`config.mk`:
```
export PLATFORM = sky130hd
export DESIGN_NAME = periodic_timer_scheduler
export DESIGN_NICKNAME = d
export VERILOG_FILES = /design/src/rtl/pts_pkg.sv /design/src/rtl/pts_ctrl.sv /design/src/rtl/pts_datapath.sv /design/src/rtl/periodic_timer_scheduler.sv
export SDC_FILE = /design/constraint.sdc
export NUM_CORES = 2
export LEC_CHECK = 0
export ABC_AREA = 1
export BUFFER_PORTS_ARGS = -buffer_cell sky130_fd_sc_hd__buf_2
export CORE_MARGIN = 10
export CORE_UTILIZATION = 63
export DETAILED_ROUTE_END_ITERATION = 6
export PLACE_DENSITY = 0.79
export SYNTH_ARGS = -nofsm -noshare
export SYNTH_HDL_FRONTEND = slang
export SYNTH_SLANG_ARGS = --single-unit
```
`constraint.sdc`:
```
create_clock -name clk_i -period 10 [get_ports clk_i]
set_input_delay 0.5 -clock clk_i [delete_from_list [all_inputs] [get_ports clk_i]]
set_output_delay 0.5 -clock clk_i [all_outputs]
set_load 0.01 [all_outputs]
```
`src/rtl/pts_pkg.sv`:
```
package pts_pkg;

  localparam int MAX_TIMERS = 16;
  localparam int RES_LIMIT  = 16;
  localparam int SLOT_W     = (MAX_TIMERS > 1) ? $clog2(MAX_TIMERS) : 1;
  localparam int FCNT_W     = $clog2(RES_LIMIT + 1);

  localparam logic [1:0] REQ_SUBMIT = 2'd0;
  localparam logic [1:0] REQ_REMOVE = 2'd1;
  localparam logic [1:0] REQ_TICK   = 2'd2;

  localparam logic [1:0] EV_SUBMIT  = 2'd0;
  localparam logic [1:0] EV_REMOVE  = 2'd1;
  localparam logic [1:0] EV_FIRE    = 2'd2;

  typedef struct packed {
    logic              load;
    logic              time_inc;
    logic              do_submit;
    logic              do_remove;
    logic              pend_load;
    logic              scan_step;
    logic              scan_first;
    logic [SLOT_W-1:0] scan_idx;
    logic              fire;
  } pts_cmd_t;

  typedef struct packed {
    logic none_pending;
    logic fire_last;
  } pts_sts_t;

endpackage

```
`src/rtl/pts_ctrl.sv`:
```
module pts_ctrl (
  input  logic             clk_i,
  input  logic             rst_ni,
  input  logic             start,
  input  logic [1:0]       req_type_i,
  output logic             busy,
  input  pts_pkg::pts_sts_t sts_i,
  output pts_pkg::pts_cmd_t cmd_o
);
  import pts_pkg::*;

  typedef enum logic [2:0] {
    ST_IDLE,
    ST_SUBMIT,
    ST_REMOVE,
    ST_PEND,
    ST_SCAN,
    ST_FIRE
  } state_e;

  state_e            state_q, state_d;
  logic [SLOT_W-1:0] idx_q, idx_d;

  always_comb begin
    state_d        = state_q;
    idx_d          = idx_q;
    cmd_o          = '0;
    cmd_o.scan_idx = idx_q;
    case (state_q)
      ST_IDLE: begin
        if (start) begin
          cmd_o.load = 1'b1;
          case (req_type_i)
            REQ_SUBMIT: state_d = ST_SUBMIT;
            REQ_REMOVE: state_d = ST_REMOVE;
            REQ_TICK: begin
              cmd_o.time_inc = 1'b1;
              state_d        = ST_PEND;
            end
            default: state_d = ST_IDLE;
          endcase
        end
      end
      ST_SUBMIT: begin
        cmd_o.do_submit = 1'b1;
        state_d         = ST_IDLE;
      end
      ST_REMOVE: begin
        cmd_o.do_remove = 1'b1;
        state_d         = ST_IDLE;
      end
      ST_PEND: begin
        cmd_o.pend_load = 1'b1;
        idx_d           = '0;
        state_d         = ST_SCAN;
      end
      ST_SCAN: begin
        if (sts_i.none_pending) begin
          state_d = ST_IDLE;
        end else begin
          cmd_o.scan_step  = 1'b1;
          cmd_o.scan_first = (idx_q == '0);
          if (idx_q == SLOT_W'(MAX_TIMERS - 1)) begin
            state_d = ST_FIRE;
          end else begin
            idx_d = idx_q + 1'b1;
          end
        end
      end
      ST_FIRE: begin
        cmd_o.fire = 1'b1;
        idx_d      = '0;
        state_d    = sts_i.fire_last ? ST_IDLE : ST_SCAN;
      end
      default: state_d = ST_IDLE;
    endcase
  end

  always_ff @(posedge clk_i or negedge rst_ni) begin
    if (!rst_ni) begin
      state_q <= ST_IDLE;
      idx_q   <= '0;
    end else begin
      state_q <= state_d;
      idx_q   <= idx_d;
    end
  end

  assign busy = (state_q != ST_IDLE);

endmodule

```
`src/rtl/pts_datapath.sv`:
```
module pts_datapath (
  input  logic              clk_i,
  input  logic              rst_ni,
  input  pts_pkg::pts_cmd_t cmd_i,
  output pts_pkg::pts_sts_t sts_o,
  input  logic [23:0]       interval_ms_i,
  input  logic [15:0]       repeat_count_i,
  input  logic [15:0]       task_id_i,
  output logic              result_valid_o,
  output logic [1:0]        event_kind_o,
  output logic [15:0]       timer_id_o,
  output logic              status_o,
  output logic              last_o
);
  import pts_pkg::*;

  logic [MAX_TIMERS-1:0] valid_q;
  logic [15:0]           id_q      [MAX_TIMERS];
  logic [23:0]           intv_q    [MAX_TIMERS];
  logic [31:0]           due_q     [MAX_TIMERS];
  logic [15:0]           rep_q     [MAX_TIMERS];
  logic [MAX_TIMERS-1:0] forever_q;

  logic [31:0]           time_q;
  logic [15:0]           next_id_q;
  logic [23:0]           intv_in_q;
  logic [15:0]           rep_in_q;
  logic [15:0]           task_in_q;

  logic [MAX_TIMERS-1:0] pending_q;
  logic                  found_q;
  logic [SLOT_W-1:0]     best_q;
  logic [31:0]           best_late_q;
  logic [FCNT_W-1:0]     fire_cnt_q;

  logic                  res_valid_q;
  logic [1:0]            res_kind_q;
  logic [15:0]           res_id_q;
  logic                  res_status_q;
  logic                  res_last_q;

  logic                  free_found;
  logic [SLOT_W-1:0]     free_idx;
  logic                  match_found;
  logic [SLOT_W-1:0]     match_idx;
  logic [MAX_TIMERS-1:0] pend_vec;
  logic [31:0]           late_cur;
  logic                  take_cur;
  logic [MAX_TIMERS-1:0] pend_rest;
  logic                  fire_last;
  logic [31:0]           due_next;
  logic                  fire_free;

  always_comb begin
    free_found  = 1'b0;
    free_idx    = '0;
    match_found = 1'b0;
    match_idx   = '0;
    for (int i = MAX_TIMERS - 1; i >= 0; i--) begin
      if (!valid_q[i]) begin
        free_found = 1'b1;
        free_idx   = SLOT_W'(i);
      end
      if (valid_q[i] && (id_q[i] == task_in_q)) begin
        match_found = 1'b1;
        match_idx   = SLOT_W'(i);
      end
    end
  end

  always_comb begin
    for (int i = 0; i < MAX_TIMERS; i++) begin
      pend_vec[i] = valid_q[i] && ((time_q - due_q[i]) < 32'h8000_0000);
    end
  end

  assign late_cur  = time_q - due_q[cmd_i.scan_idx];
  assign take_cur  = pending_q[cmd_i.scan_idx] &&
                     (cmd_i.scan_first || !found_q || (late_cur > best_late_q));
  assign pend_rest = pending_q & ~({{(MAX_TIMERS-1){1'b0}}, 1'b1} << best_q);
  assign fire_last = (pend_rest == '0) || (fire_cnt_q == FCNT_W'(RES_LIMIT - 1));
  assign due_next  = time_q + {8'b0, intv_q[best_q]};
  assign fire_free = !forever_q[best_q] && (rep_q[best_q] == '0);

  assign sts_o.none_pending = (pending_q == '0);
  assign sts_o.fire_last    = fire_last;

  always_ff @(posedge clk_i or negedge rst_ni) begin
    if (!rst_ni) begin
      valid_q     <= '0;
      time_q      <= '0;
      next_id_q   <= '0;
      pending_q   <= '0;
      found_q     <= 1'b0;
      fire_cnt_q  <= '0;
      res_valid_q <= 1'b0;
    end else begin
      res_valid_q <= cmd_i.do_submit | cmd_i.do_remove | cmd_i.fire;
      if (cmd_i.time_inc) begin
        time_q <= time_q + 32'd1;
      end
      if (cmd_i.do_submit && free_found) begin
        valid_q[free_idx] <= 1'b1;
        next_id_q         <= next_id_q + 16'd1;
      end
      if (cmd_i.do_remove && match_found) begin
        valid_q[match_idx] <= 1'b0;
      end
      if (cmd_i.pend_load) begin
        pending_q  <= pend_vec;
        fire_cnt_q <= '0;
      end
      if (cmd_i.scan_step) begin
        found_q <= (!cmd_i.scan_first && found_q) || take_cur;
      end
      if (cmd_i.fire) begin
        pending_q[best_q] <= 1'b0;
        fire_cnt_q        <= fire_cnt_q + 1'b1;
        if (fire_free) begin
          valid_q[best_q] <= 1'b0;
        end
      end
    end
  end

  always_ff @(posedge clk_i) begin
    if (cmd_i.load) begin
      intv_in_q <= interval_ms_i;
      rep_in_q  <= repeat_count_i;
      task_in_q <= task_id_i;
    end
    if (cmd_i.do_submit && free_found) begin
      id_q[free_idx]      <= next_id_q;
      intv_q[free_idx]    <= intv_in_q;
      due_q[free_idx]     <= time_q;
      forever_q[free_idx] <= (rep_in_q == '0);
      rep_q[free_idx]     <= (rep_in_q == '0) ? '0 : rep_in_q - 16'd1;
    end
    if (cmd_i.scan_step && take_cur) begin
      best_q      <= cmd_i.scan_idx;
      best_late_q <= late_cur;
    end
    if (cmd_i.fire) begin
      if (forever_q[best_q]) begin
        due_q[best_q] <= due_next;
      end else if (rep_q[best_q] != '0) begin
        rep_q[best_q] <= rep_q[best_q] - 16'd1;
        due_q[best_q] <= due_next;
      end
    end
    if (cmd_i.do_submit) begin
      res_kind_q   <= EV_SUBMIT;
      res_id_q     <= free_found ? next_id_q : '0;
      res_status_q <= !free_found;
      res_last_q   <= 1'b1;
    end else if (cmd_i.do_remove) begin
      res_kind_q   <= EV_REMOVE;
      res_id_q     <= task_in_q;
      res_status_q <= !match_found;
      res_last_q   <= 1'b1;
    end else if (cmd_i.fire) begin
      res_kind_q   <= EV_FIRE;
      res_id_q     <= id_q[best_q];
      res_status_q <= 1'b0;
      res_last_q   <= fire_last;
    end
  end

  assign result_valid_o = res_valid_q;
  assign event_kind_o   = res_kind_q;
  assign timer_id_o     = res_id_q;
  assign status_o       = res_status_q;
  assign last_o         = res_last_q;

endmodule

```
`src/rtl/periodic_timer_scheduler.sv`:
```
// Submit and remove: one word out on result_valid_o, registered from the state after the accept.
// Tick: the accept edge bumps the clock, the PEND state flags due timers, then each fire
// takes a scan of all sixteen slots and a FIRE state, until none is due or the last fire.
// busy is high for the whole operation; one request is in flight at a time.
// Each result word is shown for one cycle only; the receiver cannot stall it.
// Reset (async, active low) empties the table and clears time and the id counter.
module periodic_timer_scheduler (
  input  logic        clk_i,
  input  logic        rst_ni,
  input  logic        start,
  output logic        busy,
  input  logic [1:0]  req_type_i,
  input  logic [23:0] interval_ms_i,
  input  logic [15:0] repeat_count_i,
  input  logic [15:0] task_id_i,
  output logic        result_valid_o,
  output logic [1:0]  event_kind_o,
  output logic [15:0] timer_id_o,
  output logic        status_o,
  output logic        last_o
);
  import pts_pkg::*;

  pts_cmd_t cmd;
  pts_sts_t sts;

  pts_ctrl u_ctrl (
    .clk_i      (clk_i),
    .rst_ni     (rst_ni),
    .start      (start),
    .req_type_i (req_type_i),
    .busy       (busy),
    .sts_i      (sts),
    .cmd_o      (cmd)
  );

  pts_datapath u_datapath (
    .clk_i          (clk_i),
    .rst_ni         (rst_ni),
    .cmd_i          (cmd),
    .sts_o          (sts),
    .interval_ms_i  (interval_ms_i),
    .repeat_count_i (repeat_count_i),
    .task_id_i      (task_id_i),
    .result_valid_o (result_valid_o),
    .event_kind_o   (event_kind_o),
    .timer_id_o     (timer_id_o),
    .status_o       (status_o),
    .last_o         (last_o)
  );

endmodule
```
==> results.cfg <==
[timing]
hold_viol = 0
slew_headroom_pct = 3.212
fin_ws_ns = 1.688
fmax_ghz = 0.1203
final.period_utilization_pct = 83.12
fin_crit_ns = 8.312
finalSetupViolCount = 0
skew_ns = 0.04368
fin_setup_tns_ns = 0
slew_violations = 0
worst_pin_slew_ns = 1.439
rsz0062_at_grt = no

[logic_synthesis]
yosysTopAreaCellShare_pct = 53.39
synth.largest_area_cell = edfxtp_1
syn_nets = 9141
synth-seq-area-share_pct = 56.28
synth_edf_count = 1533
syn-cell-area_mm2 = 0.08623
ys_ff_latch = 1634
synth_area_leaders = edfxtp_1 53%, ha_1 8.4%, o21ai_0 5.1%
ys_types = 63
synth_flop_cell = edfxtp_1
syn_inst = 8499
synthArstFlopShare_pct = 5.753
ys_warn_count = 0
postSynthAreaPerCell_um2 = 10.15

[pwr]
cellLeakagePower_nw = 37.14
p_per_area_mw_per_mm2 = 229.2
vdd_ir_drop_max_v = 0.0003125

[global_routing]
antenna_found_initial = 12
grt_pass1_vias = 66515
grt.overflow.total = 0
grt_usage_pct = 36.12
grt_pass1_wl_mm = 413.3
grt_max_degree = 185

[clocking]
clk_pin_slew_worst_paths_ns = 0.06
root_buffer = clkbuf_16
cts_sinks = 1634
clockBufferDepth = 3
cts_tree = built
clk_latency_ns = 0.84
cts-htree-levels = 4
cts_buffers = 167

[critical_path]
path_max_fanout = 53
worst_setup_path_start_kind = flop
crit_slowest_cell = dfrtp_4
path_class = reg2reg
crit_arrival_ns = 8.79
cp_top_family = compound AO/OA/AOI/OAI gates
r2r_slack_ns = 1.69
endpoint_kind = flop
crit_path_frequent_cell = o21ai_0
cp.required_ns = 10.48
slowest_delay_ns = 0.69
worst-path-buf-inv = 4

[routing]
first_pass_iters = 7
antenna_left = 0
totalWireLength_mm = 282.3
wl_per_cell_um = 26.77
via_per_inst = 6.580
drc = 1
drtIter0Drc = 9961
num_vias = 69401

[finish]
area_growth_pct = 10.71
fillCellCount = 9827
fin_area_mm2 = 0.09546
layout_commonest_cell = edfxtp_1
n_antenna_cell = 0
mostFrequentLayoutCells = 1533 x edfxtp_1, 967 x nand2_1, 953 x inv_1
drive_gt1_share_pct = 7.518
nets = 9266

[status]
failed_checks = DRC
status = finished with violations

[die]
num_rows = 135
coreArea_mm2 = 0.1358
die_h_um = 390.0
fp.dieW_um = 390.0
dieArea_mm2 = 0.1521
start_util_pct = 63.49
io_pins = 83

[worst_hold_path]
hp-class = in2reg

[place]
portBuffers = 82
placed_area_mm2 = 0.08915
hpwl_mm = 188.9
place.gp.congestion = 1.031
dp_slack_ns = 1.914

[job]
maxCapViolCount = 0
-- path summary, 6_finish.rpt --
check / startpoint / end / cells past startpoint
setup / recovery: u_ctrl.idx_q[1]$_DFFE_PN0P_ / u_datapath.best_late_q[20]$_DFFE_PP_ / 28
hold / removal: req_type_i[1] / u_ctrl.state_q[1]$_DFFE_PN0P_ / 5
setup reg to reg: u_ctrl.idx_q[1]$_DFFE_PN0P_ / u_datapath.best_late_q[20]$_DFFE_PP_ / 28
hold reg to reg: u_datapath.event_kind_o[0]$_SDFFE_PP0P_ / u_datapath.event_kind_o[0]$_SDFFE_PP0P_ / 2
max in group asynchronous: rst_ni / u_ctrl.idx_q[1]$_DFFE_PN0P_ / 3
min in group asynchronous: rst_ni / u_datapath.time_q[14]$_DFFE_PN0P_ / 2
-- through the flow --
step / hold slack, ns / total power, mW / cells / util, %
floorplan: 0.2044 / 12.84 / 8499 / -
global placement: 0.4459 / 15.04 / 10177 / 65.64
detailed placement: 0.4464 / 15.22 / 10177 / 65.64
CTS: 0.1261 / 21.67 / 10546 / 70.28
global route: 0.2032 / 22.71 / 10547 / 70.29
finish: 0.1487 / 21.88 / 10547 / 70.29
-- registers in the layout, indices dropped and copies added, names as in the netlist, 24 cells and up, named ones only --
name,flops
u_datapath.rep_q,256
u_datapath.time_q,32
u_datapath.due_q,512
u_datapath.intv_q,384
u_datapath.id_q,256
u_datapath.intv_in_q,24
u_datapath.best_late_q,32
-- metal layers --
metal | wire [um] | global-route usage [%] | part of all wire (%) | up-vias
met5 | 94 | 0 | 0.033 | -
met4 | 20370 | 22.19 | 7.2 | 14
met3 | 34450 | 8.057 | 12 | 1057
li1 | - | - | - | 30620
met1 | 102600 | 46.71 | 36 | 32805
met2 | 124800 | 55.52 | 44 | 4905
-- cell type report --
class / count / area, um2 / share of cell area (%)
clock buffers: 220 / 4529 / 4.745
clock inverters: 91 / 1189 / 1.245
inverters: 976 / 3685 / 3.860
multi-input cells: 5531 / 32920 / 34.48
flip-flops and latches: 1634 / 48550 / 50.86
well taps: 1781 / 2228 / 2.334
repair buffers: 314 / 2362 / 2.475
-- kinds of logic (layout without fill, tap and decap cells) --
logic type	count (synthesis)	in the layout	share of synthesized area, %
AOI/OAI and AO/OA	2286	2286	15.04
xor gates and xnor gates	218	218	2.214
adders and majority gates	581	581	8.448
buffers and inverters	1334	1601	5.936
DFF	1634	1634	56.28
and+or+nand+nor	2446	2446	12.08
-- synth_stat cells, drive strengths merged, types with 11 or more instances --
master   number
buf          94
inv         969
a22oi        12
clkbuf      264
xnor2        83
nand3b       11
or2          47
edfxtp     1533
o221ai      124
o21a         21
ha          579
a31oi        24
nor2        868
o2111ai      28
o22ai        59
xor2        135
o21ai       953
a2bb2oi      11
o31ai        21
o211ai      105
a211oi       30
nor3        137
nor3b        11
nand4       136
a21oi       811
nor4         54
a32o         16
a2111oi      35
nand3       199
nand2       970
dfrtp        94
-- tightest hold or removal path: cells and delay by family --
kind,cells,cell delay [ns]
AND/OR/NAND/NOR,2,0.15
buffers and inverters,2,0.17
adder cells (fa/ha/maj),1,0.11
-- power by group --
group          leakage [nW]  total [mW]  switching [mW]  internal [mW]
clock                  2.77        6.52            2.78           3.74
sequential             15.4        8.89           0.514           8.38
combinational          19.0        6.47            4.61           1.86
-- repair_timing --
action,4_1_cts,5_1_grt
resized for setup,0,0
hold endpoints to repair,90,0
buffers inserted,0,0
hold buffers,58,0
Power figures use the tool's default switching activity.
